**src/hw/rtl/upc_pkg.sv**
```systemverilog
`timescale 1ns / 1ps
`default_nettype none
// ----------------------------------------------------------------------------
// upc_pkg
// Character constants and small character classification helpers for the
// URL percent codec.
// ----------------------------------------------------------------------------
package upc_pkg;

    localparam int BYTE_W  = 8;
    localparam int NIB_W   = 4;
    localparam int USER_W  = 3;
    localparam int RUN_MAX = 3;
    localparam int CNT_W   = $clog2(RUN_MAX + 1);

    localparam logic [BYTE_W-1:0] CH_DASH    = 8'h2D;
    localparam logic [BYTE_W-1:0] CH_UNDER   = 8'h5F;
    localparam logic [BYTE_W-1:0] CH_DOT     = 8'h2E;
    localparam logic [BYTE_W-1:0] CH_TILDE   = 8'h7E;
    localparam logic [BYTE_W-1:0] CH_SPACE   = 8'h20;
    localparam logic [BYTE_W-1:0] CH_PLUS    = 8'h2B;
    localparam logic [BYTE_W-1:0] CH_PERCENT = 8'h25;
    localparam logic [BYTE_W-1:0] CH_ZERO    = 8'h30;
    localparam logic [BYTE_W-1:0] CH_NINE    = 8'h39;
    localparam logic [BYTE_W-1:0] CH_UP_A    = 8'h41;
    localparam logic [BYTE_W-1:0] CH_UP_F    = 8'h46;
    localparam logic [BYTE_W-1:0] CH_UP_Z    = 8'h5A;
    localparam logic [BYTE_W-1:0] CH_LO_A    = 8'h61;
    localparam logic [BYTE_W-1:0] CH_LO_F    = 8'h66;
    localparam logic [BYTE_W-1:0] CH_LO_Z    = 8'h7A;

    // Number of nibble values that map to decimal digits.
    localparam logic [NIB_W-1:0] DEC_DIGITS = 4'd10;

    // Bit positions inside the result tuser field.
    localparam int USER_BYTE_VALID = 0;
    localparam int USER_DONE       = 1;
    localparam int USER_ERROR      = 2;

    // Letters, digits and the four marks that stay unchanged when encoding.
    function automatic logic is_unreserved(input logic [BYTE_W-1:0] c);
        logic res;
        res = ((c >= CH_ZERO) && (c <= CH_NINE)) ||
              ((c >= CH_UP_A) && (c <= CH_UP_Z)) ||
              ((c >= CH_LO_A) && (c <= CH_LO_Z)) ||
              (c == CH_DASH) || (c == CH_UNDER) ||
              (c == CH_DOT) || (c == CH_TILDE);
        return res;
    endfunction

    // Uppercase hex character for one nibble.
    function automatic logic [BYTE_W-1:0] hex_char(input logic [NIB_W-1:0] n);
        logic [BYTE_W-1:0] res;
        if (n < DEC_DIGITS)
        begin
            res = CH_ZERO + {4'd0, n};
        end
        else
        begin
            res = CH_UP_A + {4'd0, n - DEC_DIGITS};
        end
        return res;
    endfunction

    // Hex digit value in the low four bits; the top bit is set for a non-hex byte.
    function automatic logic [NIB_W:0] hex_value(input logic [BYTE_W-1:0] c);
        logic [NIB_W:0] res;
        logic [BYTE_W-1:0] diff;
        res = {1'b1, 4'd0};
        if ((c >= CH_ZERO) && (c <= CH_NINE))
        begin
            diff = c - CH_ZERO;
            res  = {1'b0, diff[NIB_W-1:0]};
        end
        else if ((c >= CH_UP_A) && (c <= CH_UP_F))
        begin
            diff = c - CH_UP_A + {4'd0, DEC_DIGITS};
            res  = {1'b0, diff[NIB_W-1:0]};
        end
        else if ((c >= CH_LO_A) && (c <= CH_LO_F))
        begin
            diff = c - CH_LO_A + {4'd0, DEC_DIGITS};
            res  = {1'b0, diff[NIB_W-1:0]};
        end
        return res;
    endfunction

endpackage
`default_nettype wire

```
**src/hw/rtl/url_percent_codec_unit.sv**
```systemverilog
`timescale 1ns / 1ps
`default_nettype none
// ----------------------------------------------------------------------------
// url_percent_codec_unit
// Streaming URL percent encoder and decoder for byte strings.
// ----------------------------------------------------------------------------
// Usage:
// Input transactions arrive on the s_axis channel: tdata carries one string
// byte, tlast marks an end-of-string transaction that carries no byte. Result
// transactions leave on the m_axis channel: tdata carries the produced byte,
// tuser flags whether it is a byte, the end-of-string answer, or the error
// report, and tlast marks the last result caused by one input transaction.
// cfg_wr_en / cfg_wr_data select the direction (0 encode, 1 decode) and must
// only be written while the block is idle.
// An accepted transaction is held in the input register; once the result
// register is free, its results are loaded there and presented from it. A
// byte that encodes to an escape gives three results, shifted out of the
// result register one per accepted result transfer; every other transaction
// gives at most one result. Decode bytes that only advance an escape, that
// are in error, or that follow an error, give no result at all.
// The input register keeps accepting while a finished result waits, so a
// stalled receiver stops the block only once both registers are full.
// Reset clears both registers, the direction and the escape state.
// ----------------------------------------------------------------------------
module url_percent_codec_unit
(
    input  wire                          clk,
    input  wire                          rst_n,
    // Configuration: bit 0 is decode_mode.
    input  wire                          cfg_wr_en,
    input  wire                          cfg_wr_data,
    // Input stream.
    input  wire                          s_axis_tvalid,
    output logic                         s_axis_tready,
    input  wire  [upc_pkg::BYTE_W-1:0]   s_axis_tdata,   // [7:0] data_byte
    input  wire                          s_axis_tlast,   // end_marker
    // Result stream.
    output logic                         m_axis_tvalid,
    input  wire                          m_axis_tready,
    output logic [upc_pkg::BYTE_W-1:0]   m_axis_tdata,   // [7:0] out_byte
    output logic [upc_pkg::USER_W-1:0]   m_axis_tuser,   // [0] byte_valid,
                                                         // [1] string_done,
                                                         // [2] decode_error
    output logic                         m_axis_tlast    // run_last
);
    import upc_pkg::*;

    typedef enum logic [1:0]
    {
        PH_PLAIN,
        PH_HIGH,
        PH_LOW
    } phase_t;

    // Configuration and escape state.
    logic               decode_mode_reg;
    phase_t             phase_reg, phase_next;
    logic [NIB_W-1:0]   nibble_reg, nibble_next;
    logic               err_seen_reg, err_seen_next;

    // Input register.
    logic               in_valid_reg;
    logic [BYTE_W-1:0]  in_byte_reg;
    logic               in_end_reg;

    // Result register: a short run of bytes, shifted out one per transaction.
    logic [BYTE_W-1:0]  run_byte_reg [RUN_MAX];
    logic [CNT_W-1:0]   run_cnt_reg;
    logic               run_done_reg;
    logic               run_err_reg;

    // Results computed for the item in the input register.
    logic [BYTE_W-1:0]  res_byte [RUN_MAX];
    logic [CNT_W-1:0]   res_cnt;
    logic               res_done;
    logic               res_err;
    logic [NIB_W:0]     hex_val;
    logic [BYTE_W-1:0]  dec_byte;

    logic s_take;
    logic m_take;
    logic out_free;
    logic proc;

    assign m_axis_tvalid = (run_cnt_reg != '0);
    assign m_take        = m_axis_tvalid && m_axis_tready;
    // The result register can take a new run when it is empty or its last
    // result leaves in this cycle.
    assign out_free      = (run_cnt_reg == '0) ||
                           (m_take && (run_cnt_reg == CNT_W'(1)));
    assign proc          = in_valid_reg && out_free;
    assign s_axis_tready = !in_valid_reg || proc;
    assign s_take        = s_axis_tvalid && s_axis_tready;

    assign m_axis_tdata                  = run_byte_reg[0];
    assign m_axis_tuser[USER_BYTE_VALID] = !run_done_reg;
    assign m_axis_tuser[USER_DONE]       = run_done_reg;
    assign m_axis_tuser[USER_ERROR]      = run_err_reg;
    assign m_axis_tlast                  = (run_cnt_reg == CNT_W'(1));

    assign hex_val  = hex_value(in_byte_reg);
    assign dec_byte = {nibble_reg, hex_val[NIB_W-1:0]};

    always_comb
    begin
        res_byte[0]   = '0;
        res_byte[1]   = '0;
        res_byte[2]   = '0;
        res_cnt       = '0;
        res_done      = 1'b0;
        res_err       = 1'b0;
        phase_next    = phase_reg;
        nibble_next   = nibble_reg;
        err_seen_next = err_seen_reg;

        if (in_end_reg)
        begin
            // End of string: report a sticky error or an unfinished escape.
            res_cnt       = CNT_W'(1);
            res_done      = 1'b1;
            res_err       = err_seen_reg || (phase_reg != PH_PLAIN);
            phase_next    = PH_PLAIN;
            nibble_next   = '0;
            err_seen_next = 1'b0;
        end
        else if (!decode_mode_reg)
        begin
            if (is_unreserved(in_byte_reg))
            begin
                res_cnt     = CNT_W'(1);
                res_byte[0] = in_byte_reg;
            end
            else if (in_byte_reg == CH_SPACE)
            begin
                res_cnt     = CNT_W'(1);
                res_byte[0] = CH_PLUS;
            end
            else
            begin
                res_cnt     = CNT_W'(RUN_MAX);
                res_byte[0] = CH_PERCENT;
                res_byte[1] = hex_char(in_byte_reg[BYTE_W-1:NIB_W]);
                res_byte[2] = hex_char(in_byte_reg[NIB_W-1:0]);
            end
        end
        else if (!err_seen_reg)
        begin
            unique case (phase_reg)
                PH_PLAIN:
                begin
                    if (in_byte_reg == CH_PERCENT)
                    begin
                        phase_next = PH_HIGH;
                    end
                    else
                    begin
                        res_cnt     = CNT_W'(1);
                        res_byte[0] = (in_byte_reg == CH_PLUS) ? CH_SPACE : in_byte_reg;
                    end
                end
                PH_HIGH:
                begin
                    if (hex_val[NIB_W])
                    begin
                        err_seen_next = 1'b1;
                        phase_next    = PH_PLAIN;
                    end
                    else
                    begin
                        nibble_next = hex_val[NIB_W-1:0];
                        phase_next  = PH_LOW;
                    end
                end
                default:
                begin
                    phase_next = PH_PLAIN;
                    if (hex_val[NIB_W] || (dec_byte == '0))
                    begin
                        // A non-hex digit or an encoded zero byte.
                        err_seen_next = 1'b1;
                    end
                    else
                    begin
                        res_cnt     = CNT_W'(1);
                        res_byte[0] = dec_byte;
                    end
                end
            endcase
        end
    end

    always_ff @(posedge clk or negedge rst_n)
    begin
        if (!rst_n)
        begin
            decode_mode_reg <= 1'b0;
            phase_reg       <= PH_PLAIN;
            nibble_reg      <= '0;
            err_seen_reg    <= 1'b0;
            in_valid_reg    <= 1'b0;
            run_cnt_reg     <= '0;
        end
        else
        begin
            if (cfg_wr_en)
            begin
                decode_mode_reg <= cfg_wr_data;
            end

            if (s_take)
            begin
                in_valid_reg <= 1'b1;
            end
            else if (proc)
            begin
                in_valid_reg <= 1'b0;
            end

            if (proc)
            begin
                phase_reg    <= phase_next;
                nibble_reg   <= nibble_next;
                err_seen_reg <= err_seen_next;
                run_cnt_reg  <= res_cnt;
            end
            else if (m_take)
            begin
                run_cnt_reg <= run_cnt_reg - CNT_W'(1);
            end
        end
    end

    // Payload registers.
    always_ff @(posedge clk)
    begin
        if (s_take)
        begin
            in_byte_reg <= s_axis_tdata;
            in_end_reg  <= s_axis_tlast;
        end

        if (proc)
        begin
            run_byte_reg[0] <= res_byte[0];
            run_byte_reg[1] <= res_byte[1];
            run_byte_reg[2] <= res_byte[2];
            run_done_reg    <= res_done;
            run_err_reg     <= res_err;
        end
        else if (m_take)
        begin
            run_byte_reg[0] <= run_byte_reg[1];
            run_byte_reg[1] <= run_byte_reg[2];
            run_byte_reg[2] <= '0;
        end
    end

    // The end-of-string answer is always a run of one result.
    assert property (@(posedge clk) disable iff (!rst_n)
        (m_axis_tvalid && m_axis_tuser[USER_DONE]) |-> m_axis_tlast)
        else $error("end-of-string result is not the last of its run");

    // The end-of-string answer carries no byte.
    assert property (@(posedge clk) disable iff (!rst_n)
        (m_axis_tvalid && m_axis_tuser[USER_DONE]) |-> (m_axis_tdata == '0))
        else $error("end-of-string result carries a byte");

    // An error is only reported on the end-of-string answer.
    assert property (@(posedge clk) disable iff (!rst_n)
        (m_axis_tvalid && m_axis_tuser[USER_ERROR]) |-> m_axis_tuser[USER_DONE])
        else $error("decode error flagged on a byte result");

    // Once a result that is not the last of its run is taken, the run goes on.
    assert property (@(posedge clk) disable iff (!rst_n)
        (m_axis_tvalid && m_axis_tready && !m_axis_tlast) |=> m_axis_tvalid)
        else $error("result run broken off before its last result");

endmodule
`default_nettype wire
```
**config.mk**
```make
export PLATFORM = sky130hd
export DESIGN_NAME = url_percent_codec_unit
export DESIGN_NICKNAME = d
export VERILOG_FILES = /design/src/hw/rtl/upc_pkg.sv /design/src/hw/rtl/url_percent_codec_unit.sv
export SDC_FILE = /design/constraint.sdc
export NUM_CORES = 1
export LEC_CHECK = 0
export ABC_AREA = 0
export BUFFER_PORTS_ARGS = -buffer_cell sky130_fd_sc_hd__buf_2
export CORE_MARGIN = 2
export CORE_UTILIZATION = 25
export DETAILED_ROUTE_END_ITERATION = 10
export HOLD_SLACK_MARGIN = 0.02
export SKIP_LAST_GASP = 1
export SLEW_MARGIN = 5
export SYNTH_ARGS = -nofsm -noshare
export SYNTH_HDL_FRONTEND = slang
export SYNTH_SLANG_ARGS = --single-unit
```
**constraint.sdc**
```tcl
create_clock -name clk -period 2.5 [get_ports clk]
set_input_delay 0.125 -clock clk [delete_from_list [all_inputs] [get_ports clk]]
set_output_delay 0.125 -clock clk [all_outputs]
set_load 0.005 [all_outputs]
```
==> flow_summary.ini, run 1 <==
[outcome]
status = complete, but fails checks
violations = setup timing

[die]
core_sq_mm = 0.0121
die_area_sq_mm = 0.0133
dieHeight_um = 115
rows = 40
start_util_pct = 25.8
ios = 29
die_w_um = 115

[min_path]
min-delay-path-class = in -> reg
holdPathStages = 2
hp-start = s_axis_tvalid
hold_end = in_valid_reg

[critical_path]
worst-setup-path-type = reg -> reg
reg2reg_depth = 7
crit_fanout = 5
required_ns = 2.53
reg2reg_to = run_byte_reg[0][5]
cp.arrival_ns = 2.59
cp-end-kind = flop
worstSetupStartpointType = flop
reg2reg_from = in_byte_reg[0]
r2r_slack_ns = -0.06

[detailed_routing]
wl_um = 8330
viasPerCell = 4.90
drtAntennaViolNets = 0
drc = 0
vias = 2724
dr.pass1.iters = 5
post_drt_wl_per_cell_um = 15.0
first_iter_violations = 263

[synth]
synth-seq-cells = 44
synthFlopType = edfxtp_1
synth_cells = 324
synth.top_cells.by_count = edfxtp_1 (33), nand2_1 (29), a21oi_1 (22), ha_1 (21), nor2_1 (19)
async_flop_share_pct = 25.0
synth.top_cells.by_area = edfxtp_1 (32%), dfrtp_1 (8.9%), ha_1 (8.5%), a21oi_1 (3.5%), nand2_1 (3.5%)
syn_nets = 360
synth-edff-count = 33
synth_top_area_share_pct = 31.9
ys_seq_area_share_pct = 40.8
yosys_warnings = 0
yosysTopAreaCell = edfxtp_1
synth_area_sq_mm = 0.00311
yosysUniqueCellTypes = 61
synth_most_common_cell = edfxtp_1
syn_area_per_cell_sq_um = 9.59

[clocking]
worstSkewPairLatency_ns = 0.29
cts_tree = done
root_buffer = clkbuf_16
cts_made_buffers = 5
clkSinkCount = 44
htree_levels = 2
clk_pin_slew_ns = 0.06
cts.path.max_buffers = 2

[timing]
finalCriticalPeriod_ns = 2.56
rsz0062_at_grt = true
setup_viol = 3
drv_slew = 0
skew_ns = 0.00468
slew_headroom_pct = 51.4
worst_pin_slew_ns = 0.723
fmax_mhz = 390
period_share_pct = 102
finalSetupTns_ns = -0.129
whs_ns = 0.0340
setup_slack_ns = -0.0618
hold_viol_final = 0

[placement]
dpl_cell_area_sq_mm = 0.00366
place_congestion = 0.941
io_buffers = 28
dp_hpwl_um = 6350

[grt]
grt-ovfl-total = 0
use_met2_pct = 21.3
met1_usage_pct = 18.0
grt_pass1_vias = 2697
globalRoute.busiestLayer = met2
use_met3_pct = 2.46
grt_antenna_before_repair = 0
gr-usage-all-layers_pct = 13.1
grt_first_pass_wirelength_um = 13700
grt_max_degree = 24

[cells_and_area]
final-seq-area_sq_mm = 0.00127
multi_input_area_sq_mm = 0.00171
layout.nets = 423
fin_area_sq_mm = 0.00400
drive_above_1_share_pct = 28.1
area.growth.synth_to_final_pct = 28.7
antenna_cells = 0
utilization_pct = 33.2
largest_reg_flops = 22
fillers = 1241

[pwr]
p_leak_nw = 1.59
power.density_mw_per_mm2 = 966
peakVddDrop_v = 0.000390
finalPower_mw = 3.86

[job]
drv_cap = 0
logic make-up after synthesis:
| group | share of synthesized area, % |
|---|---|
| DFF | 40.8 |
| and+or+nand+nor | 18.0 |
| AOI/OAI and AO/OA | 22.2 |
| xor gates and xnor gates | 1.69 |
| buffers and inverters | 6.64 |
| muxes | 2.34 |
| adders and majority gates | 8.46 |
through the flow:
stage                     setup WS (ns)  cells
after floorplan                 -0.0771    324
after global placement          -0.0263    535
after detailed placement        -0.0490    535
after CTS                       -0.0501    555
after global routing             -0.130    556
final                           -0.0618    556
layout make-up:
cell class / count / area share [%]
multi-input combinational: 237 / 42.8
sequential: 44 / 31.7
clock inverter: 2 / 0.876
tap: 168 / 5.26
inverter: 17 / 1.85
clock buffer: 6 / 3.22
timing repair buffer: 82 / 14.4
where the power goes:
group | leakage (nW) | internal, mW | total (mW) | switching, mW
Combinational | 1.04 | 0.765 | 1.80 | 1.03
Clock | 0.0808 | 0.470 | 0.739 | 0.269
Sequential | 0.467 | 1.14 | 1.33 | 0.193
Total | 1.59 | 2.37 | 3.86 | 1.49
metal layers:
metal	part of all wire (%)	vias up
met5	0	-
met4	1.3	0
met3	5.4	11
met2	45	91
met1	48	1293
li1	-	1329
cells in the final DEF, fill, tap and decap left out, types with 5 or more instances in the layout:
cell           synthesis  layout
nor2b_1                5       5
mux2i_1                5       5
nand2b_1               7       7
nand2_1               29      29
buf_4                 11      43
dfrtp_1               11      11
dlygate4sd3_1          0      10
a21oi_1               22      20
inv_1                 15      13
ha_1                  21      19
edfxtp_1              33      33
o21ai_0               15      11
nor3_1                14      13
o21ai_1                5       8
buf_2                  3      28
nand3_1               14      14
nor2_1                19      19
clkbuf_16              0       5
what timing repair did:
| item | in CTS | in global routing |
|---|---|---|
| hold buffers | 10 | 0 |
| hold endpoints to repair | 20 | 0 |
| setup endpoints to repair | 4 | 27 |
| resized for setup | 2 | 13 |
| pin swaps | 1 | 4 |
| buffers inserted | 2 | 1 |
critical path, stage by stage, from the launching register on:
cell and delay [ns]:
edfxtp_1 0.48, ha_4 0.21, or4b_4 0.52, o311a_4 0.36, a22oi_4 0.27, a311oi_2 0.14
a221oi_1 0.27, a21oi_1 0.06
how the worst max path moves through the flow:
stage / depth (start not counted) / start / end
after floorplan: 9 / in_byte_reg[1] / run_byte_reg[0][0]
after global routing: 7 / in_byte_reg[0] / run_byte_reg[0][0]
final: 7 / in_byte_reg[0] / run_byte_reg[0][5]
after CTS: 7 / in_byte_reg[0] / run_byte_reg[0][0]
after global placement: 7 / in_byte_reg[0] / run_byte_reg[0][0]
after detailed placement: 7 / in_byte_reg[0] / run_byte_reg[0][0]
No activity file was read; power rests on OpenSTA's default activity.
==> inputs of run 2 (changes only) <==
--- a/config.mk
+++ b/config.mk
@@ -7,10 +7,14 @@
 export LEC_CHECK = 0
 export ABC_AREA = 0
 export BUFFER_PORTS_ARGS = -buffer_cell sky130_fd_sc_hd__buf_2
+export CELL_PAD_IN_SITES_DETAIL_PLACEMENT = 0
+export CELL_PAD_IN_SITES_GLOBAL_PLACEMENT = 1
 export CORE_MARGIN = 2
 export CORE_UTILIZATION = 25
 export DETAILED_ROUTE_END_ITERATION = 10
-export HOLD_SLACK_MARGIN = 0.02
+export HOLD_SLACK_MARGIN = 0.05
+export PLACE_DENSITY_LB_ADDON = 0.1
+export SKIP_CTS_REPAIR_TIMING = 1
 export SKIP_LAST_GASP = 1
 export SLEW_MARGIN = 5
 export SYNTH_ARGS = -nofsm -noshare
==> flow_summary.ini, run 2 (synthesized netlist as in run 1, its figures left out) <==
[placement]
dpl_cell_area_sq_mm = 0.00379
io_buffers = 28
dp_hpwl_um = 7590
place_inst = 552
place_congestion = 0.791

[grt]
met1_usage_pct = 22.2
grt_max_degree = 25
gr-usage-all-layers_pct = 15.4
grt-ovfl-total = 0
use_met2_pct = 23.3
use_met3_pct = 2.77
globalRoute.busiestLayer = met2
grt_first_pass_wirelength_um = 15300
grt_pass1_vias = 2642
grt_antenna_before_repair = 0

[clocking]
cts_made_buffers = 5
worstSkewPairLatency_ns = 0.30
root_buffer = clkbuf_16
cts_tree = done
cts.path.max_buffers = 2
htree_levels = 2
clkSinkCount = 44
clk_pin_slew_ns = 0.06

[critical_path]
crit_chain = ha_4 -> or4b_4 -> o311a_4 -> a22oi_4 -> a311oi_4 -> a221oi_2 -> a21oi_1
required_ns = 2.55
crit_start = in_byte_reg[0]
cpPeakStageDelay_ns = 0.51
path_delay_family = compound AO/OA/AOI/OAI gates
worstSetupStartpointType = flop
crit_slowest_cell = or4b_4
reg2reg_to = run_byte_reg[0][5]
cp-end-kind = flop
r2r_slack_ns = -0.06
cp.arrival_ns = 2.61
worst-setup-path-type = reg -> reg
reg2reg_depth = 7
crit_fanout = 5
reg2reg_from = in_byte_reg[0]
cp.buffers_inverters = 0

[pwr]
p_sw_share_pct = 39.7
pwr-share-comb_pct = 48.3
clkPwrFrac_pct = 18.9
power.density_mw_per_mm2 = 979
intPower_mw = 2.50
peakVddDrop_v = 0.000333
power.switching_mw = 1.65
p_leak_nw = 1.69
power_frac_seq_pct = 32.8

[die]
rows = 40
die_area_sq_mm = 0.0133
core_sq_mm = 0.0121
ios = 29
die_w_um = 115
start_util_pct = 25.8
dieHeight_um = 115

[detailed_routing]
vias = 2731
dr.pass1.iters = 4
post_drt_wl_per_cell_um = 17.1
first_iter_violations = 168
wl_um = 9840
viasPerCell = 4.75
drtAntennaViolNets = 0
drc = 0

[timing]
drv_slew = 0
worst_pin_slew_ns = 0.889
rsz0062_at_grt = true
hold_viol_final = 0
skew_ns = 0.00941
slew_headroom_pct = 40.3
setup_viol = 8
period_share_pct = 103
setup_slack_ns = -0.0648
fmax_mhz = 390
finalCriticalPeriod_ns = 2.56

[cells_and_area]
fin_cells = 575
layout.nets = 442
antenna_cells = 0
final_cell_mix = buf_4 (58), edfxtp_1 (33), nand2_1 (28), buf_2 (28)
area.growth.synth_to_final_pct = 36.3
fin_area_sq_mm = 0.00423
utilization_pct = 35.1
largest_reg_flops = 22
drive_above_1_share_pct = 33.7
final_common_cell = buf_4

[min_path]
hp-start = cfg_wr_data
holdPathStages = 2
hold_end = decode_mode_reg
min-delay-path-class = in -> reg

[outcome]
violations = setup timing
status = complete, but fails checks

[job]
drv_cap = 0
[run 2: routing by layer]
metal / share of wire, % / vias to the layer above / wire (um)
li1: - / 1370 / -
met1: 52 / 1306 / 5130
met2: 44 / 47 / 4290
met3: 3.1 / 8 / 309
met4: 1.2 / 0 / 121
met5: 0 / - / 0
[run 2: cell type report]
class / count / area [sq um]
clock inverter: 3 / 46.3
clock buffer: 5 / 125
multi-input combinational: 238 / 1790
inverter: 17 / 73.8
sequential: 44 / 1270
timing repair buffer: 100 / 719
tap: 168 / 210
fill: 1235 / 7830
[run 2: power groups by stage]
| stage | clock network (mW) | registers (mW) | logic (mW) |
|---|---|---|---|
| after floorplan | 0 | 1.26 | 1.22 |
| after global placement | 0 | 1.36 | 1.88 |
| after detailed placement | 0 | 1.37 | 1.86 |
| after CTS | 0.799 | 1.36 | 1.87 |
| after global routing | 0.819 | 1.39 | 2.22 |
| final | 0.782 | 1.36 | 2.00 |
[run 2: through the flow]
step | worst slack, ns | hold WS [ns] | TNS (ns) | power (mW)
after floorplan | -0.0771 | -0.171 | -0.148 | 2.48
after global placement | -0.146 | 0.0212 | -0.712 | 3.24
after detailed placement | -0.143 | 0.0242 | -0.894 | 3.22
after CTS | -0.153 | -0.298 | -1.07 | 4.02
after global routing | -0.199 | 0.0681 | -2.11 | 4.43
final | -0.0648 | 0.0622 | -0.348 | 4.14
[run 2: worst max-delay path by stage]
stage               cells after the start                  to  slack (ns)
finish                                  7  run_byte_reg[0][5]       -0.06
floorplan                               9  run_byte_reg[0][0]       -0.08
global placement                        9      run_cnt_reg[0]       -0.15
global route                           10      run_cnt_reg[0]       -0.20
CTS                                     9      run_cnt_reg[0]       -0.15
detailed placement                      9      run_cnt_reg[0]       -0.14
==> inputs of run 3 (changes only) <==
==> constraint.sdc (replaced) <==
create_clock -name clk -period 3.2 [get_ports clk]
set_input_delay 0.32 -clock clk [delete_from_list [all_inputs] [get_ports clk]]
set_output_delay 0.32 -clock clk [all_outputs]
set_load 0.005 [all_outputs]
==> flow_summary.ini, run 3 (synthesized netlist as in run 1, its figures left out) <==
[clocking]
clk_pin_slew_ns = 0.06
worstSkewPairLatency_ns = 0.29
cts_made_buffers = 5
cts_tree = done
htree_levels = 2
root_buffer = clkbuf_16
clkSinkCount = 44
cts.path.max_buffers = 2

[pwr]
finalPower_mw = 2.83
p_leak_nw = 1.39
peakVddDrop_v = 0.000195
power.density_mw_per_mm2 = 789

[cells_and_area]
final_common_cell = edfxtp_1
area.growth.synth_to_final_pct = 15.4
antenna_cells = 0
final_cell_mix = edfxtp_1 (33), nand2_1 (29), buf_2 (28)
drive_above_1_share_pct = 19.1
layout.nets = 386
fin_area_sq_mm = 0.00359
fillers = 1266
largest_reg_flops = 22

[timing]
whs_ns = 0.203
period_share_pct = 92.1
hold_viol_final = 0
worst_pin_slew_ns = 0.804
drv_slew = 0
fmax_mhz = 339
skew_ns = 0.00531
setup_viol = 0
rsz0062_at_grt = false
slew_headroom_pct = 46.0
finalCriticalPeriod_ns = 2.95
finalSetupTns_ns = 0

[detailed_routing]
post_drt_wl_per_cell_um = 18.4
vias = 2602
dr.pass1.iters = 4
viasPerCell = 5.01
wl_um = 9550
drc = 0
first_iter_violations = 213
drtAntennaViolNets = 0

[placement]
place_congestion = 0.825
dpl_cell_area_sq_mm = 0.00343
dp_hpwl_um = 7250
io_buffers = 28

[die]
rows = 40
die_area_sq_mm = 0.0133
core_sq_mm = 0.0121
ios = 29
dieHeight_um = 115
die_w_um = 115
start_util_pct = 25.8

[job]
drv_cap = 0

[critical_path]
crit_chain = inv_1 -> ha_1 -> mux2i_1 -> o221ai_1 -> a32oi_1 -> nand4_4 -> or3_1 -> a211oi_2
cp-end-kind = flop
crit_fanout = 10
crit_slowest_cell = edfxtp_1
worst-setup-path-type = reg -> reg
required_ns = 3.33
cp.arrival_ns = 3.08
worstSetupStartpointType = flop
cp.buffers_inverters = 1
path_delay_family = simple AND/OR/NAND/NOR gates
cpPeakStageDelay_ns = 0.58

[grt]
grt_antenna_before_repair = 0
grt-ovfl-total = 0
grt_pass1_vias = 2577
grt_first_pass_wirelength_um = 15100
gr-usage-all-layers_pct = 15.2
grt_max_degree = 25

[min_path]
min-delay-path-class = in -> reg

[outcome]
status = complete, no violations
[run 3: final cells by class]
class / count / area, sq um / share of cell area (%)
Sequential cell: 44 / 1270 / 35.3
Timing Repair Buffer: 45 / 270 / 7.54
Tap cell: 168 / 210 / 5.86
Clock inverter: 1 / 5.00 / 0.140
Clock buffer: 7 / 133 / 3.70
Multi-Input combinational cell: 237 / 1640 / 45.7
Inverter: 17 / 63.8 / 1.78
[run 3: stage by stage]
stage,util (%),setup slack (ns),std cells
final,29.7,0.252,519
after CTS,29.6,0.202,518
after global routing,29.7,0.105,519
after floorplan,-,0.464,324
after global placement,28.5,0.122,510
after detailed placement,28.5,0.217,510
[run 3: where the power goes]
| part | total, mW | switching (mW) | internal (mW) |
|---|---|---|---|
| registers | 1.08 | 0.194 | 0.889 |
| clock network | 0.513 | 0.223 | 0.289 |
| logic | 1.23 | 0.755 | 0.480 |
| total | 2.83 | 1.17 | 1.66 |
[run 3: final timing paths]
path,depth (start not counted),to,slack [ns],start
setup / recovery,8,run_byte_reg[0][17],0.25,in_byte_reg[4]
setup reg to reg,8,run_byte_reg[0][17],0.25,in_byte_reg[4]
max in group asynchronous,2,nibble_reg[2],2.55,rst_n
hold reg to reg,2,run_cnt_reg[1],0.53,run_cnt_reg[1]
hold / removal,1,in_byte_reg[5],0.20,s_axis_tdata[5]
min in group asynchronous,2,phase_reg[1],0.43,rst_n
[run 3: metal layers]
metal  up-vias  share of wire [%]  GRT usage (%)
li1       1252                  -              -
met1      1257                 48           21.7
met2        77                 43           22.6
met3        16                5.5           2.88
met4         0                2.8           6.18
met5         -                  0              0
[run 3: worst register-to-register path, stage by stage (launching register included)]
cell      delay [ns]
edfxtp_1        0.58
inv_1           0.26
ha_1            0.30
mux2i_1         0.13
o221ai_1        0.15
a32oi_1         0.35
nand4_4         0.24
or3_1           0.53
a211oi_2        0.25
